File: src/hdl/xcmfp_pkg.sv
package xcmfp_pkg;

    // Configuration port geometry
    localparam int PADDR_W = 5;
    localparam int PDATA_W = 32;

    // Register indexes (byte address / 4)
    localparam logic [2:0] REG_TURN      = 3'd0;
    localparam logic [2:0] REG_NOTIFY    = 3'd1;
    localparam logic [2:0] REG_HEARTBEAT = 3'd2;
    localparam logic [2:0] REG_GPS       = 3'd3;
    localparam logic [2:0] REG_COMMAND   = 3'd4;

    // Reset values of the type codes
    localparam logic [7:0] TURN_CODE_RST      = 8'd1;
    localparam logic [7:0] NOTIFY_CODE_RST    = 8'd2;
    localparam logic [7:0] HEARTBEAT_CODE_RST = 8'd3;
    localparam logic [7:0] GPS_CODE_RST       = 8'd4;
    localparam logic [7:0] COMMAND_CODE_RST   = 8'd5;

    // Payload limits
    localparam logic [9:0] ROAD_NAME_MAX  = 10'd32;
    localparam logic [9:0] GPS_TEXT_MAX   = 10'd128;
    localparam logic [9:0] TITLE_CAPACITY = 10'd64;
    localparam logic [9:0] BODY_CAPACITY  = 10'd128;

    // Frame layout
    localparam logic [8:0] POS_TYPE     = 9'd0;
    localparam logic [8:0] POS_SEQ      = 9'd1;
    localparam logic [8:0] POS_LEN      = 9'd2;
    localparam logic [8:0] HEADER_LEN   = 9'd3;
    localparam logic [8:0] POS_MAX      = 9'd511;
    localparam logic [9:0] MIN_FRAME    = 10'd4;
    localparam logic [9:0] FRAME_EXTRA  = 10'd4;
    localparam logic [9:0] TURN_MIN_LEN = 10'd5;
    localparam logic [9:0] NOTIF_MIN    = 10'd3;
    localparam logic [9:0] HB_LEN       = 10'd5;
    localparam logic [9:0] CMD_MIN_LEN  = 10'd1;

    // Result kinds
    localparam logic RK_TEXT    = 1'b0;
    localparam logic RK_VERDICT = 1'b1;

    // Text field codes
    localparam logic [1:0] TF_ROAD  = 2'd0;
    localparam logic [1:0] TF_TITLE = 2'd1;
    localparam logic [1:0] TF_BODY  = 2'd2;
    localparam logic [1:0] TF_GPS   = 2'd3;

    typedef enum logic [2:0] {
        ST_OK          = 3'd0,
        ST_SHORT       = 3'd1,
        ST_LEN_MISMATCH = 3'd2,
        ST_CHECKSUM    = 3'd3,
        ST_UNKNOWN     = 3'd4,
        ST_BAD_PAYLOAD = 3'd5
    } status_t;

    typedef enum logic [2:0] {
        K_TURN  = 3'd0,
        K_NOTIF = 3'd1,
        K_HB    = 3'd2,
        K_GPS   = 3'd3,
        K_CMD   = 3'd4,
        K_NONE  = 3'd5
    } kind_t;

    typedef struct packed {
        logic [7:0] turn;
        logic [7:0] notify;
        logic [7:0] heartbeat;
        logic [7:0] gps;
        logic [7:0] command;
    } type_codes_t;

    typedef struct packed {
        logic [7:0] frame_byte;
        logic       final_byte;
    } in_word_t;

    typedef struct packed {
        logic        result_kind;
        logic [1:0]  text_field;
        logic [7:0]  text_byte;
        logic [2:0]  status;
        logic [7:0]  message_type;
        logic [7:0]  sequence_res;
        logic [7:0]  aux_code;
        logic [15:0] turn_distance;
        logic [7:0]  turn_exit;
        logic [31:0] hb_uptime;
    } out_word_t;

endpackage

File: src/hdl/xor_checked_message_frame_parser_top.sv
// Streaming parser for XOR-checked frames (type, sequence, length, payload,
// checksum), one byte word per cycle. Each accepted byte is parsed in the
// same cycle it is taken; its result, if any (a text passthrough byte or
// the end-of-frame verdict), appears in the output register the next cycle.
// A byte is taken in every cycle in which the output register is empty or
// is being read, so the sustained rate is one byte per clock; the only limit
// is that single output register stalling behind the downstream side.
// Type codes are set through the APB registers (turn, notification,
// heartbeat, GPS, command at 0x00..0x10); write them only while idle.
module xor_checked_message_frame_parser_top (
    input  logic                          clk,
    input  logic                          rst_n,
    input  logic                          frame_valid,
    output logic                          frame_stall,
    input  xcmfp_pkg::in_word_t           frame_word,
    output logic                          result_valid,
    input  logic                          result_stall,
    output xcmfp_pkg::out_word_t          result_word,
    input  logic                          psel,
    input  logic                          penable,
    input  logic                          pwrite,
    input  logic [xcmfp_pkg::PADDR_W-1:0] paddr,
    input  logic [xcmfp_pkg::PDATA_W-1:0] pwdata,
    output logic [xcmfp_pkg::PDATA_W-1:0] prdata,
    output logic                          pready
);
    import xcmfp_pkg::*;

    type_codes_t codes;
    logic        frame_accept;
    logic        res_valid;
    out_word_t   res_word;

    xcmfp_cfg u_cfg (
        .clk     (clk),
        .rst_n   (rst_n),
        .psel    (psel),
        .penable (penable),
        .pwrite  (pwrite),
        .paddr   (paddr),
        .pwdata  (pwdata),
        .prdata  (prdata),
        .pready  (pready),
        .codes   (codes)
    );

    xcmfp_parse u_parse (
        .clk          (clk),
        .rst_n        (rst_n),
        .frame_accept (frame_accept),
        .frame_word   (frame_word),
        .codes        (codes),
        .res_valid    (res_valid),
        .res_word     (res_word)
    );

    xcmfp_out u_out (
        .clk          (clk),
        .rst_n        (rst_n),
        .frame_valid  (frame_valid),
        .result_stall (result_stall),
        .res_valid    (res_valid),
        .res_word     (res_word),
        .frame_stall  (frame_stall),
        .frame_accept (frame_accept),
        .result_valid (result_valid),
        .result_word  (result_word)
    );

endmodule

File: src/hdl/xcmfp_cfg.sv
module xcmfp_cfg (
    input  logic                          clk,
    input  logic                          rst_n,
    input  logic                          psel,
    input  logic                          penable,
    input  logic                          pwrite,
    input  logic [xcmfp_pkg::PADDR_W-1:0] paddr,
    input  logic [xcmfp_pkg::PDATA_W-1:0] pwdata,
    output logic [xcmfp_pkg::PDATA_W-1:0] prdata,
    output logic                          pready,
    output xcmfp_pkg::type_codes_t        codes
);
    import xcmfp_pkg::*;

    type_codes_t codes_reg;
    type_codes_t codes_next;
    logic        wr_en;
    logic [7:0]  rd_byte;

    assign pready = 1'b1;
    assign wr_en  = psel && penable && pwrite;
    assign codes  = codes_reg;

    // Decode the write
    always_comb
    begin
        codes_next = codes_reg;
        if (wr_en)
        begin
            unique case (paddr[4:2])
                REG_TURN:      codes_next.turn      = pwdata[7:0];
                REG_NOTIFY:    codes_next.notify    = pwdata[7:0];
                REG_HEARTBEAT: codes_next.heartbeat = pwdata[7:0];
                REG_GPS:       codes_next.gps       = pwdata[7:0];
                REG_COMMAND:   codes_next.command   = pwdata[7:0];
                default:       codes_next = codes_reg;
            endcase
        end
    end

    always_ff @(posedge clk or negedge rst_n)
    begin
        if (!rst_n)
        begin
            codes_reg.turn      <= TURN_CODE_RST;
            codes_reg.notify    <= NOTIFY_CODE_RST;
            codes_reg.heartbeat <= HEARTBEAT_CODE_RST;
            codes_reg.gps       <= GPS_CODE_RST;
            codes_reg.command   <= COMMAND_CODE_RST;
        end
        else
        begin
            codes_reg <= codes_next;
        end
    end

    // Read back
    always_comb
    begin
        unique case (paddr[4:2])
            REG_TURN:      rd_byte = codes_reg.turn;
            REG_NOTIFY:    rd_byte = codes_reg.notify;
            REG_HEARTBEAT: rd_byte = codes_reg.heartbeat;
            REG_GPS:       rd_byte = codes_reg.gps;
            REG_COMMAND:   rd_byte = codes_reg.command;
            default:       rd_byte = 8'd0;
        endcase
    end

    assign prdata = {{(PDATA_W-8){1'b0}}, rd_byte};

endmodule

File: src/hdl/xcmfp_parse.sv
module xcmfp_parse (
    input  logic                   clk,
    input  logic                   rst_n,
    input  logic                   frame_accept,
    input  xcmfp_pkg::in_word_t    frame_word,
    input  xcmfp_pkg::type_codes_t codes,
    output logic                   res_valid,
    output xcmfp_pkg::out_word_t   res_word
);
    import xcmfp_pkg::*;

    logic [8:0]  pos_reg,    pos_next;
    logic [7:0]  xor_reg,    xor_next;
    logic [7:0]  type_reg,   type_next;
    logic [7:0]  seq_reg,    seq_next;
    logic [7:0]  len_reg,    len_next;
    logic [7:0]  aux_reg,    aux_next;
    logic [15:0] dist_reg,   dist_next;
    logic [7:0]  exit_reg,   exit_next;
    logic [31:0] uptime_reg, uptime_next;
    logic [7:0]  f1_reg,     f1_next;
    logic [7:0]  f2_reg,     f2_next;

    kind_t       kind;
    logic [7:0]  b;
    logic [8:0]  idx;
    logic [9:0]  idx_w;
    logic [9:0]  f1_w;
    logic [9:0]  f2_w;
    logic [9:0]  len_w;
    logic [9:0]  flen;
    logic        in_payload;
    logic        payload_ok;
    status_t     st;

    assign b     = frame_word.frame_byte;
    assign idx   = pos_reg - HEADER_LEN;
    assign idx_w = {1'b0, idx};
    assign f1_w  = {2'b00, f1_reg};
    assign f2_w  = {2'b00, f2_reg};
    assign len_w = {2'b00, len_reg};
    assign flen  = {1'b0, pos_reg} + 10'd1;
    assign in_payload = (pos_reg >= HEADER_LEN) && (idx < {1'b0, len_reg});

    // Classify the stored type byte, first match wins
    always_comb
    begin
        priority if (type_reg == codes.turn)      kind = K_TURN;
        else if     (type_reg == codes.notify)    kind = K_NOTIF;
        else if     (type_reg == codes.heartbeat) kind = K_HB;
        else if     (type_reg == codes.gps)       kind = K_GPS;
        else if     (type_reg == codes.command)   kind = K_CMD;
        else                                      kind = K_NONE;
    end

    // Check the payload layout for the end-of-frame verdict
    always_comb
    begin
        unique case (kind)
            K_TURN:  payload_ok = !(len_w < TURN_MIN_LEN || f1_w > ROAD_NAME_MAX
                                    || TURN_MIN_LEN + f1_w != len_w);
            K_NOTIF: payload_ok = !(len_w < NOTIF_MIN || f1_w + NOTIF_MIN > len_w
                                    || f1_w >= TITLE_CAPACITY
                                    || NOTIF_MIN + f1_w + f2_w != len_w
                                    || f2_w >= BODY_CAPACITY);
            K_HB:    payload_ok = (len_w == HB_LEN);
            K_CMD:   payload_ok = !(len_w < CMD_MIN_LEN);
            default: payload_ok = 1'b1;
        endcase
    end

    // Pick the verdict
    always_comb
    begin
        priority if (flen < MIN_FRAME)                     st = ST_SHORT;
        else if     (flen != len_w + FRAME_EXTRA)          st = ST_LEN_MISMATCH;
        else if     ((xor_reg ^ b) != 8'd0)                st = ST_CHECKSUM;
        else if     (kind == K_NONE)                       st = ST_UNKNOWN;
        else if     (!payload_ok)                          st = ST_BAD_PAYLOAD;
        else                                               st = ST_OK;
    end

    // Advance the frame state and build the result word
    always_comb
    begin
        pos_next    = pos_reg;
        xor_next    = xor_reg;
        type_next   = type_reg;
        seq_next    = seq_reg;
        len_next    = len_reg;
        aux_next    = aux_reg;
        dist_next   = dist_reg;
        exit_next   = exit_reg;
        uptime_next = uptime_reg;
        f1_next     = f1_reg;
        f2_next     = f2_reg;
        res_valid   = 1'b0;
        res_word    = '0;

        if (frame_accept && !frame_word.final_byte)
        begin
            xor_next = xor_reg ^ b;
            pos_next = (pos_reg == POS_MAX) ? pos_reg : pos_reg + 9'd1;
            // Bytes past the payload only advance the count and the checksum
            if (pos_reg == POS_TYPE)
            begin
                type_next = b;
            end
            else if (pos_reg == POS_SEQ)
            begin
                seq_next = b;
            end
            else if (pos_reg == POS_LEN)
            begin
                len_next = b;
            end
            else if (in_payload)
            begin
                // Capture fixed payload fields
                if (kind == K_HB)
                begin
                    if (idx < 9'd4)
                        uptime_next = uptime_reg | ({24'd0, b} << {idx[1:0], 3'b000});
                    else if (idx == 9'd4)
                        aux_next = b;
                end
                else
                begin
                    if (idx == 9'd0) aux_next = b;
                    if (idx == 9'd1) dist_next[7:0] = b;
                    if (idx == 9'd2) dist_next[15:8] = b;
                    if (idx == 9'd3) exit_next = b;
                    if (kind == K_TURN && idx == 9'd4) f1_next = b;
                    if (kind == K_NOTIF && idx == 9'd1) f1_next = b;
                    if (kind == K_NOTIF && idx >= 9'd2 && idx_w == 10'd2 + f1_w)
                        f2_next = b;
                end

                // Pass text bytes through
                res_word.result_kind = RK_TEXT;
                res_word.text_byte   = b;
                if (kind == K_TURN && idx >= 9'd5 && idx_w < 10'd5 + f1_w)
                begin
                    res_valid           = 1'b1;
                    res_word.text_field = TF_ROAD;
                end
                else if (kind == K_NOTIF && idx >= 9'd2 && idx_w < 10'd2 + f1_w)
                begin
                    res_valid           = 1'b1;
                    res_word.text_field = TF_TITLE;
                end
                else if (kind == K_NOTIF && idx_w >= 10'd3 + f1_w
                         && idx_w < 10'd3 + f1_w + f2_w)
                begin
                    res_valid           = 1'b1;
                    res_word.text_field = TF_BODY;
                end
                else if (kind == K_GPS && idx_w < GPS_TEXT_MAX)
                begin
                    res_valid           = 1'b1;
                    res_word.text_field = TF_GPS;
                end
                if (!res_valid)
                    res_word = '0;
            end
        end
        else if (frame_accept)
        begin
            // End of frame: report and drop all frame state
            res_valid            = 1'b1;
            res_word.result_kind = RK_VERDICT;
            res_word.status      = st;
            if (st == ST_OK || st == ST_UNKNOWN || st == ST_BAD_PAYLOAD)
            begin
                res_word.message_type = type_reg;
                res_word.sequence_res = seq_reg;
            end
            if (st == ST_OK)
            begin
                if (kind != K_GPS)
                    res_word.aux_code = aux_reg;
                if (kind == K_TURN)
                begin
                    res_word.turn_distance = dist_reg;
                    res_word.turn_exit     = exit_reg;
                end
                if (kind == K_HB)
                    res_word.hb_uptime = uptime_reg;
            end
            pos_next    = '0;
            xor_next    = '0;
            type_next   = '0;
            seq_next    = '0;
            len_next    = '0;
            aux_next    = '0;
            dist_next   = '0;
            exit_next   = '0;
            uptime_next = '0;
            f1_next     = '0;
            f2_next     = '0;
        end
    end

    always_ff @(posedge clk or negedge rst_n)
    begin
        if (!rst_n)
        begin
            pos_reg    <= '0;
            xor_reg    <= '0;
            type_reg   <= '0;
            seq_reg    <= '0;
            len_reg    <= '0;
            aux_reg    <= '0;
            dist_reg   <= '0;
            exit_reg   <= '0;
            uptime_reg <= '0;
            f1_reg     <= '0;
            f2_reg     <= '0;
        end
        else
        begin
            pos_reg    <= pos_next;
            xor_reg    <= xor_next;
            type_reg   <= type_next;
            seq_reg    <= seq_next;
            len_reg    <= len_next;
            aux_reg    <= aux_next;
            dist_reg   <= dist_next;
            exit_reg   <= exit_next;
            uptime_reg <= uptime_next;
            f1_reg     <= f1_next;
            f2_reg     <= f2_next;
        end
    end

    // A final word leaves a clean frame state behind
    a_final_clears: assert property (@(posedge clk) disable iff (!rst_n)
        (frame_accept && frame_word.final_byte) |=> (pos_reg == '0 && xor_reg == '0))
        else $error("frame state not cleared after final word");

    // Position counts up by one per non-final word until it saturates
    a_pos_advance: assert property (@(posedge clk) disable iff (!rst_n)
        (frame_accept && !frame_word.final_byte && pos_reg != POS_MAX)
        |=> (pos_reg == $past(pos_reg) + 9'd1))
        else $error("byte position did not advance");

    // Every final word yields exactly one verdict
    a_verdict: assert property (@(posedge clk) disable iff (!rst_n)
        (frame_accept && frame_word.final_byte)
        |-> (res_valid && res_word.result_kind == RK_VERDICT))
        else $error("final word produced no verdict");

endmodule

File: src/hdl/xcmfp_out.sv
module xcmfp_out (
    input  logic                 clk,
    input  logic                 rst_n,
    input  logic                 frame_valid,
    input  logic                 result_stall,
    input  logic                 res_valid,
    input  xcmfp_pkg::out_word_t res_word,
    output logic                 frame_stall,
    output logic                 frame_accept,
    output logic                 result_valid,
    output xcmfp_pkg::out_word_t result_word
);
    import xcmfp_pkg::*;

    logic      valid_reg;
    logic      valid_next;
    out_word_t word_reg;

    // Take a new word whenever the result register is empty or draining
    assign frame_stall  = valid_reg && result_stall;
    assign frame_accept = frame_valid && !frame_stall;
    assign result_valid = valid_reg;
    assign result_word  = word_reg;

    always_comb
    begin
        if (frame_accept)
            valid_next = res_valid;
        else if (!result_stall)
            valid_next = 1'b0;
        else
            valid_next = valid_reg;
    end

    always_ff @(posedge clk or negedge rst_n)
    begin
        if (!rst_n)
            valid_reg <= 1'b0;
        else
            valid_reg <= valid_next;
    end

    // Load the result payload
    always_ff @(posedge clk)
    begin
        if (frame_accept && res_valid)
            word_reg <= res_word;
    end

    // A produced result is presented on the next cycle
    a_load: assert property (@(posedge clk) disable iff (!rst_n)
        (frame_accept && res_valid) |=> valid_reg)
        else $error("result lost at the output register");

endmodule
File: config.mk
export PLATFORM = sky130hd
export DESIGN_NAME = xor_checked_message_frame_parser_top
export DESIGN_NICKNAME = d
export VERILOG_FILES = /design/src/hdl/xcmfp_pkg.sv /design/src/hdl/xor_checked_message_frame_parser_top.sv /design/src/hdl/xcmfp_cfg.sv /design/src/hdl/xcmfp_parse.sv /design/src/hdl/xcmfp_out.sv
export SDC_FILE = /design/constraint.sdc
export NUM_CORES = 1
export LEC_CHECK = 0
export ABC_AREA = 1
export BUFFER_PORTS_ARGS = -buffer_cell sky130_fd_sc_hd__buf_2
export CAP_MARGIN = 20
export CELL_PAD_IN_SITES_DETAIL_PLACEMENT = 2
export CELL_PAD_IN_SITES_GLOBAL_PLACEMENT = 2
export CORE_MARGIN = 2
export CORE_UTILIZATION = 38
export CTS_CLUSTER_SIZE = 20
export DETAILED_ROUTE_END_ITERATION = 16
export PLACE_DENSITY = 0.86
export SYNTH_ARGS = -nofsm -noshare
export SYNTH_HDL_FRONTEND = slang
export SYNTH_SLANG_ARGS = --single-unit
File: constraint.sdc
create_clock -name clk -period 14.3 [get_ports clk]
set_clock_uncertainty 0.1 [all_clocks]
set_input_delay 1.43 -clock clk [delete_from_list [all_inputs] [get_ports clk]]
set_output_delay 1.43 -clock clk [all_outputs]
set_load 0.03 [all_outputs]
# Word level (Yosys, flattened, before mapping)
# Index checks and enable logic that the tools add are counted.
totals:
  reg_bits: 256
  input_bits: 53
  out_inout_bits: 129
  elab_cells: 274
classes:
  n_addsub: 8
  order_cmp: 18
  n_eq_ne: 49
  shift: 1
  n_mux: 108
  bitwise_logic: 5
  n_reduce_logical: 56
op_table:
  columns: ["operator", "count"]
  rows:
  - ["$mux 94", 4]
  - ["$mux 8", 45]
  - ["$mux 32", 9]
  - ["$mux 83", 2]
  - ["$mux 16", 8]
  - ["$mux 93", 1]
  - ["$mux 64", 1]
  - ["$reduce_and 7->1", 6]
  - ["$eq 8x8->1", 5]
  - ["$pmux 8 s5", 1]
  - ["$or 32x32->32", 1]
  - ["$shl 8x5->32", 1]
  - ["$lt 9x10->1", 3]
  - ["$ne 2x2->1 const B", 14]
  - ["$eq 9x2->1 const B", 3]
  - ["$mux 3", 9]
  - ["$mux 9", 3]
  - ["$mux 24", 1]
  - ["$ne 10x8->1", 2]
  - ["$mux 1", 19]
  - ["$eq 9x1->1 const B", 2]
  - ["$ge 9x2->1 const B", 2]
  - ["$logic_not 9->1", 2]
  - ["$logic_and 1x1->1", 17]
  - ["48 further kinds", 84]

# Logic depth before layout (Yosys ltp)
logic_depth:
  depth_word: 23
  depth_mapped: 29
  depth_no_buf: 29

# By module
# A second synthesis with hierarchy kept.
unflattened:
  cells_unflattened: 1923
  hier_area_um2: 15755.1
by_module_without_submodules:
  columns: ["mod", "instances", "cells_per_inst", "area_per_inst_um2", "seq_area_each_um2"]
  rows:
  - ["xcmfp_parse", 1, 1525, 10531.4, 3027.9]
  - ["xcmfp_out", 1, 103, 2886.5, 2847.7]
  - ["xcmfp_cfg", 1, 295, 2337.2, 1009.7]

# Worst setup path before layout
# Ideal clock, no wire load.
synth_timing:
  path_type: "register -> register"
  from: "register u_parse.f1_reg[0]"
  to: "register u_out.word_reg, in the netlist u_out.result_word[0], enable pin"
  setup_ns: 0.456
  arrival_time_ns: 5.077
  required_time_ns: 13.744
  setup_slack_ns: 8.667
  stages_incl_launch_ff: 27
  n_path_buf: 0
  period_less_slack_ns: 5.633
  cell_sequence: "dfrtp_1 -> inv_1 -> ha_1 -> inv_1 -> nand2_1 -> nand2_1 -> inv_1 -> ha_1 -> a21oi_1 -> nand2_1 -> nand2_1 -> nand2_1 -> nand2_1 -> nand2_1 -> ha_1 -> a21o_1 -> nor2_1 -> o21ai_0 -> nand3_1 -> nand2_1 -> a21oi_1 -> o21ai_0 -> nand2_1 -> nor2_1 -> nand2_1 -> nand2_1 -> nand2_1"
synth_between:
  elab_chain_len: 18
  word_cells_on_any_way: 26
  cone_classes: "add/sub (4); order compare (4); mux (13); reduce/logical (5)"
synth_rtl:
  columns: ["element", "line", "rtl"]
  rows:
  - ["start, declared", "xcmfp_parse.sv:21", "logic [7:0] f1_reg, f1_next;"]
  - ["start signal, assigned", "xcmfp_parse.sv:231", "f1_reg <= f1_next;"]
  - ["$add 8x2->9", "xcmfp_parse.sv:152, xcmfp_parse.sv:153", null]
  - ["$add 10x8->10 or $ge 9x10->1 (tied branches)", "xcmfp_parse.sv:153, xcmfp_parse.sv:152", null]
  - ["$lt 9x10->1 or $logic_and 1x1->1 (tied branches)", "xcmfp_parse.sv:153, xcmfp_parse.sv:152", null]
  - ["$logic_and 1x1->1", "xcmfp_parse.sv:153", "&& idx_w < 10'd3 + f1_w + f2_w)"]
  - ["$mux 1", "xcmfp_parse.sv:152", "else if (kind == K_NOTIF && idx_w >= 10'd3 + f1_w"]
  - ["$mux 1", "xcmfp_parse.sv:147", "else if (kind == K_NOTIF && idx >= 9'd2 && idx_w < 10'd2 + f1_w)"]
  - ["$mux 1 (*)", "xcmfp_parse.sv:142", "if (kind == K_TURN && idx >= 9'd5 && idx_w < 10'd5 + f1_w)"]
  - ["$mux 1 (*)", "xcmfp_parse.sv:117", "else if (in_payload)"]
  - ["[2 not listed]", null, null]
  - ["$mux 1 (*)", "xcmfp_parse.sv:105", "if (pos_reg == POS_TYPE)"]
  - ["$mux 1 (*)", "xcmfp_parse.sv:100", "if (frame_accept && !frame_word.final_byte)"]
  - ["$mux 1 (*)", "xcmfp_parse.sv:117", null]
  - ["$mux 1 (*)", "xcmfp_parse.sv:113", "else if (pos_reg == POS_LEN)"]
  - ["$mux 1 (*)", "xcmfp_parse.sv:109", "else if (pos_reg == POS_SEQ)"]
  - ["$mux 1 (*)", "xcmfp_parse.sv:105", null]
  - ["$mux 1 (*)", "xcmfp_parse.sv:100", null]
  - ["$logic_and 1x1->1 (*)", "xcmfp_out.sv:46", "if (frame_accept && res_valid)"]
  - ["end signal, assigned", "xcmfp_out.sv:47", "word_reg <= res_word;"]
  - ["end, declared", "xcmfp_out.sv:17", "out_word_t word_reg;"]
# Every way passes the cells marked *; elsewhere a longest branch is shown, timed or not. The select of a mux whose other input is x is not followed.
# A chain may end at the register's enable or synchronous reset.

# Worst setup path after layout
layout_timing:
  from: "register u_parse.f1_reg[0]"
  to: "register u_out.word_reg, in the netlist u_out.result_word[47], enable pin"
# The elaborated chain is that of the path after synthesis.

==> metrics.cfg <==
[status]
status = finished, final reports clean

[worst_setup_path]
worst_ep_arrival_time_ns = 6.06
timing.rr.start = u_parse.f1_reg[0]
slowest_stage = sky130_fd_sc_hd__buf_4
setup.worst_path.end_class = register
worstPathBufferInverterCount = 4
critical_path_class = reg -> reg
r2r_end = u_out.result_word[47]
reg2reg_setup_slack_ns = 8.36
critPathMostFrequentCell = sky130_fd_sc_hd__nand2_1
ff2ff_path_depth = 27
critPathMaxFanout = 56
cp.required_ns = 14.42
startpoint_class_of_the_critical_path = register
cp_slowest_stage_delay_ns = 0.70
critical_path.top_delay_family = simple AND/OR/NAND/NOR gates

[clock_network]
cts_buffer_depth = 3
cts.reportedPaths.clkPinSlew_ns = 0.07
tritoncts_clock_tree = done
cts.hold.buffers_added = 0
post_cts_repair_timing_setup_buffer_count = 0
clock_tree.root_cell = sky130_fd_sc_hd__clkbuf_16
clkSinkCount = 256
clock_latency_ns = 0.59
ctsHtreeMaxLevel = 1
cts_inserted_buffers = 29
post_cts.resized_instances = 0

[grt]
grt_pass1_wl_mm = 87.1
grt_pass1_vias = 14600
grt_start_max_net_pins = 61
grt_use_total = 0.286
grt.overflow.total = 0
antenna_violations_before_repair = 0

[hold_path]
hold_end = u_parse.aux_reg[4]
holdCritStartpoint = u_parse.aux_reg[4]
hold_path.class = reg -> reg
holdPathStages = 2

[synth]
syn_warnings = 0
yosys_register_bits = 256
synth_sequential_area_ratio = 0.475
syn-instance-count = 1753
synth_edf_count = 94
syn-cell-area_sq_um = 14500
ys_types = 57
asr_flop_ratio_synth = 0.633
ys_dominant_reg_cell = sky130_fd_sc_hd__dfrtp_1
synth_area_per_cell_sq_um = 8.27

[detailed_routing]
routed-via-count = 13000
dr.pass1.iters = 5
postRouteWirelength_mm = 56.0
drt-wirelength-per-cell_um = 23.3
drt_iter0_markers = 783
antenna_nets_post_route = 0
via_per_inst = 5.41
drc = 0

[cells_and_area]
drive_above_1_share = 0.133
max_ffs_per_register = 94
area.growth.synth_to_final_pct = 13.3
layout.cells.most_common = sky130_fd_sc_hd__nand2_1
layout.cells.most_common_list = sky130_fd_sc_hd__nand2_1 (460), sky130_fd_sc_hd__inv_1 (211), sky130_fd_sc_hd__nor2_1 (171)
antenna-diode-count = 0
fin_util = 0.436
final_net_count = 1996

[floorplanning]
design.portCount = 182
die_height_um = 199
std_cell_rows = 71
fp.dieArea_sq_um = 39700
start_util = 0.385
core_sq_um = 37700
chipWidth_um = 199

[timing]
max_clock_freq_ghz = 0.168
finalMaxSlewViolations = 0
finalHoldViolations = 0
rsz0062_at_grt = no
final_min_period_over_clock_period = 0.416
setup_viol = 0
worstMarginPinSlew_ns = 1.12
finalWorstPathRequiredPeriod_ns = 5.94
final.setup.tns_ns = 0
remaining_max_slew_budget_at_the_tightest_pin = 0.254

[place]
place_congestion = 0.851
post-dp-hpwl_mm = 37.1
place.port_buffers = 130

[power_and_ir_drop]
power.density_cell_area_nw_per_um2 = 160
power.static_leakage_uw = 0.00743
max-vdd-ir-drop_mv = 0.0981

[flow_run]
maxCapViolations = 0

cells in the mapped netlist, drive strengths merged (27+ instances only):
master | count | area, sq um
nor2 | 189 | 762
clkbuf | 29 | 115
dfrtp | 155 | 3880
nand2 | 468 | 1770
a21oi | 32 | 171
nor3 | 32 | 175
inv | 219 | 822
nand4 | 43 | 275
o21ai | 188 | 986
xor2 | 27 | 236
edfxtp | 94 | 2820
buf | 51 | 362
nand3 | 62 | 335
xnor2 | 27 | 236
ha | 73 | 913
power by group:
part           switching, uW  leakage [uW]  internal (uW)
clock network            335      0.000453            414
logic                    632       0.00391            281
registers                104       0.00307            856
total                   1070       0.00743           1550
per-layer routing:
metal / vias up / GRT usage / part of all wire
met4: 0 / 0.0979 / 0.034
met3: 138 / 0.0380 / 0.039
met2: 322 / 0.520 / 0.52
met5: - / 0 / 0
li1: 5878 / - / -
met1: 6653 / 0.348 / 0.41
per-stage QoR:
stage,power [uW],area (sq um),hold slack [ns],setup WS (ns),cells
6_report,2620,16400,0.375,8.36,2403
5_1_grt,2780,16400,0.421,7.87,2403
4_1_cts,2630,16400,0.380,8.34,2401
3_5_place_dp,1840,15500,0.362,8.49,2347
3_3_place_gp,1760,15500,0.358,8.82,2347
2_1_floorplan,1540,14600,0.342,8.67,1776
tightest hold or removal path, cell delays in order (launching register included):
cell and delay [ns]:
sky130_fd_sc_hd__dfrtp_1 0.34, sky130_fd_sc_hd__nand2_1 0.05, sky130_fd_sc_hd__nand2_1 0.05
layout make-up:
cell class | count | area, sq um
well taps | 511 | 639
repair buffers | 142 | 744
fillers | 4318 | 21200
flip-flops and latches | 256 | 6890
clock inverters | 15 | 119
clock buffers | 39 | 803
inverters | 222 | 833
multi-input cells | 1218 | 6410
logic make-up (layout without fill, tap and decap cells):
group,after synthesis,in the layout,synth area share
and+or+nand+nor,809,809,0.236
buffers and inverters,302,418,0.0903
adders and majority gates,74,74,0.0644
other,2,25,0.000518
DFF,256,256,0.475
xor gates and xnor gates,55,55,0.0342
AOI/OAI and AO/OA,255,255,0.0996
worst max-delay path by stage:
| stage | from | endpoint | cells past startpoint |
|---|---|---|---|
| 5_1_grt | u_parse.f1_reg[0] | u_out.result_word[11] | 27 |
| 6_report | u_parse.f1_reg[0] | u_out.result_word[47] | 27 |
| 4_1_cts | u_parse.f1_reg[0] | u_out.result_word[44] | 27 |
| 2_1_floorplan | u_parse.f1_reg[0] | u_out.result_word[0] | 26 |
| 3_5_place_dp | u_parse.f1_reg[0] | u_out.result_word[41] | 27 |
| 3_3_place_gp | u_parse.f1_reg[0] | u_out.result_word[41] | 27 |
Power figures use the tool's default switching activity.
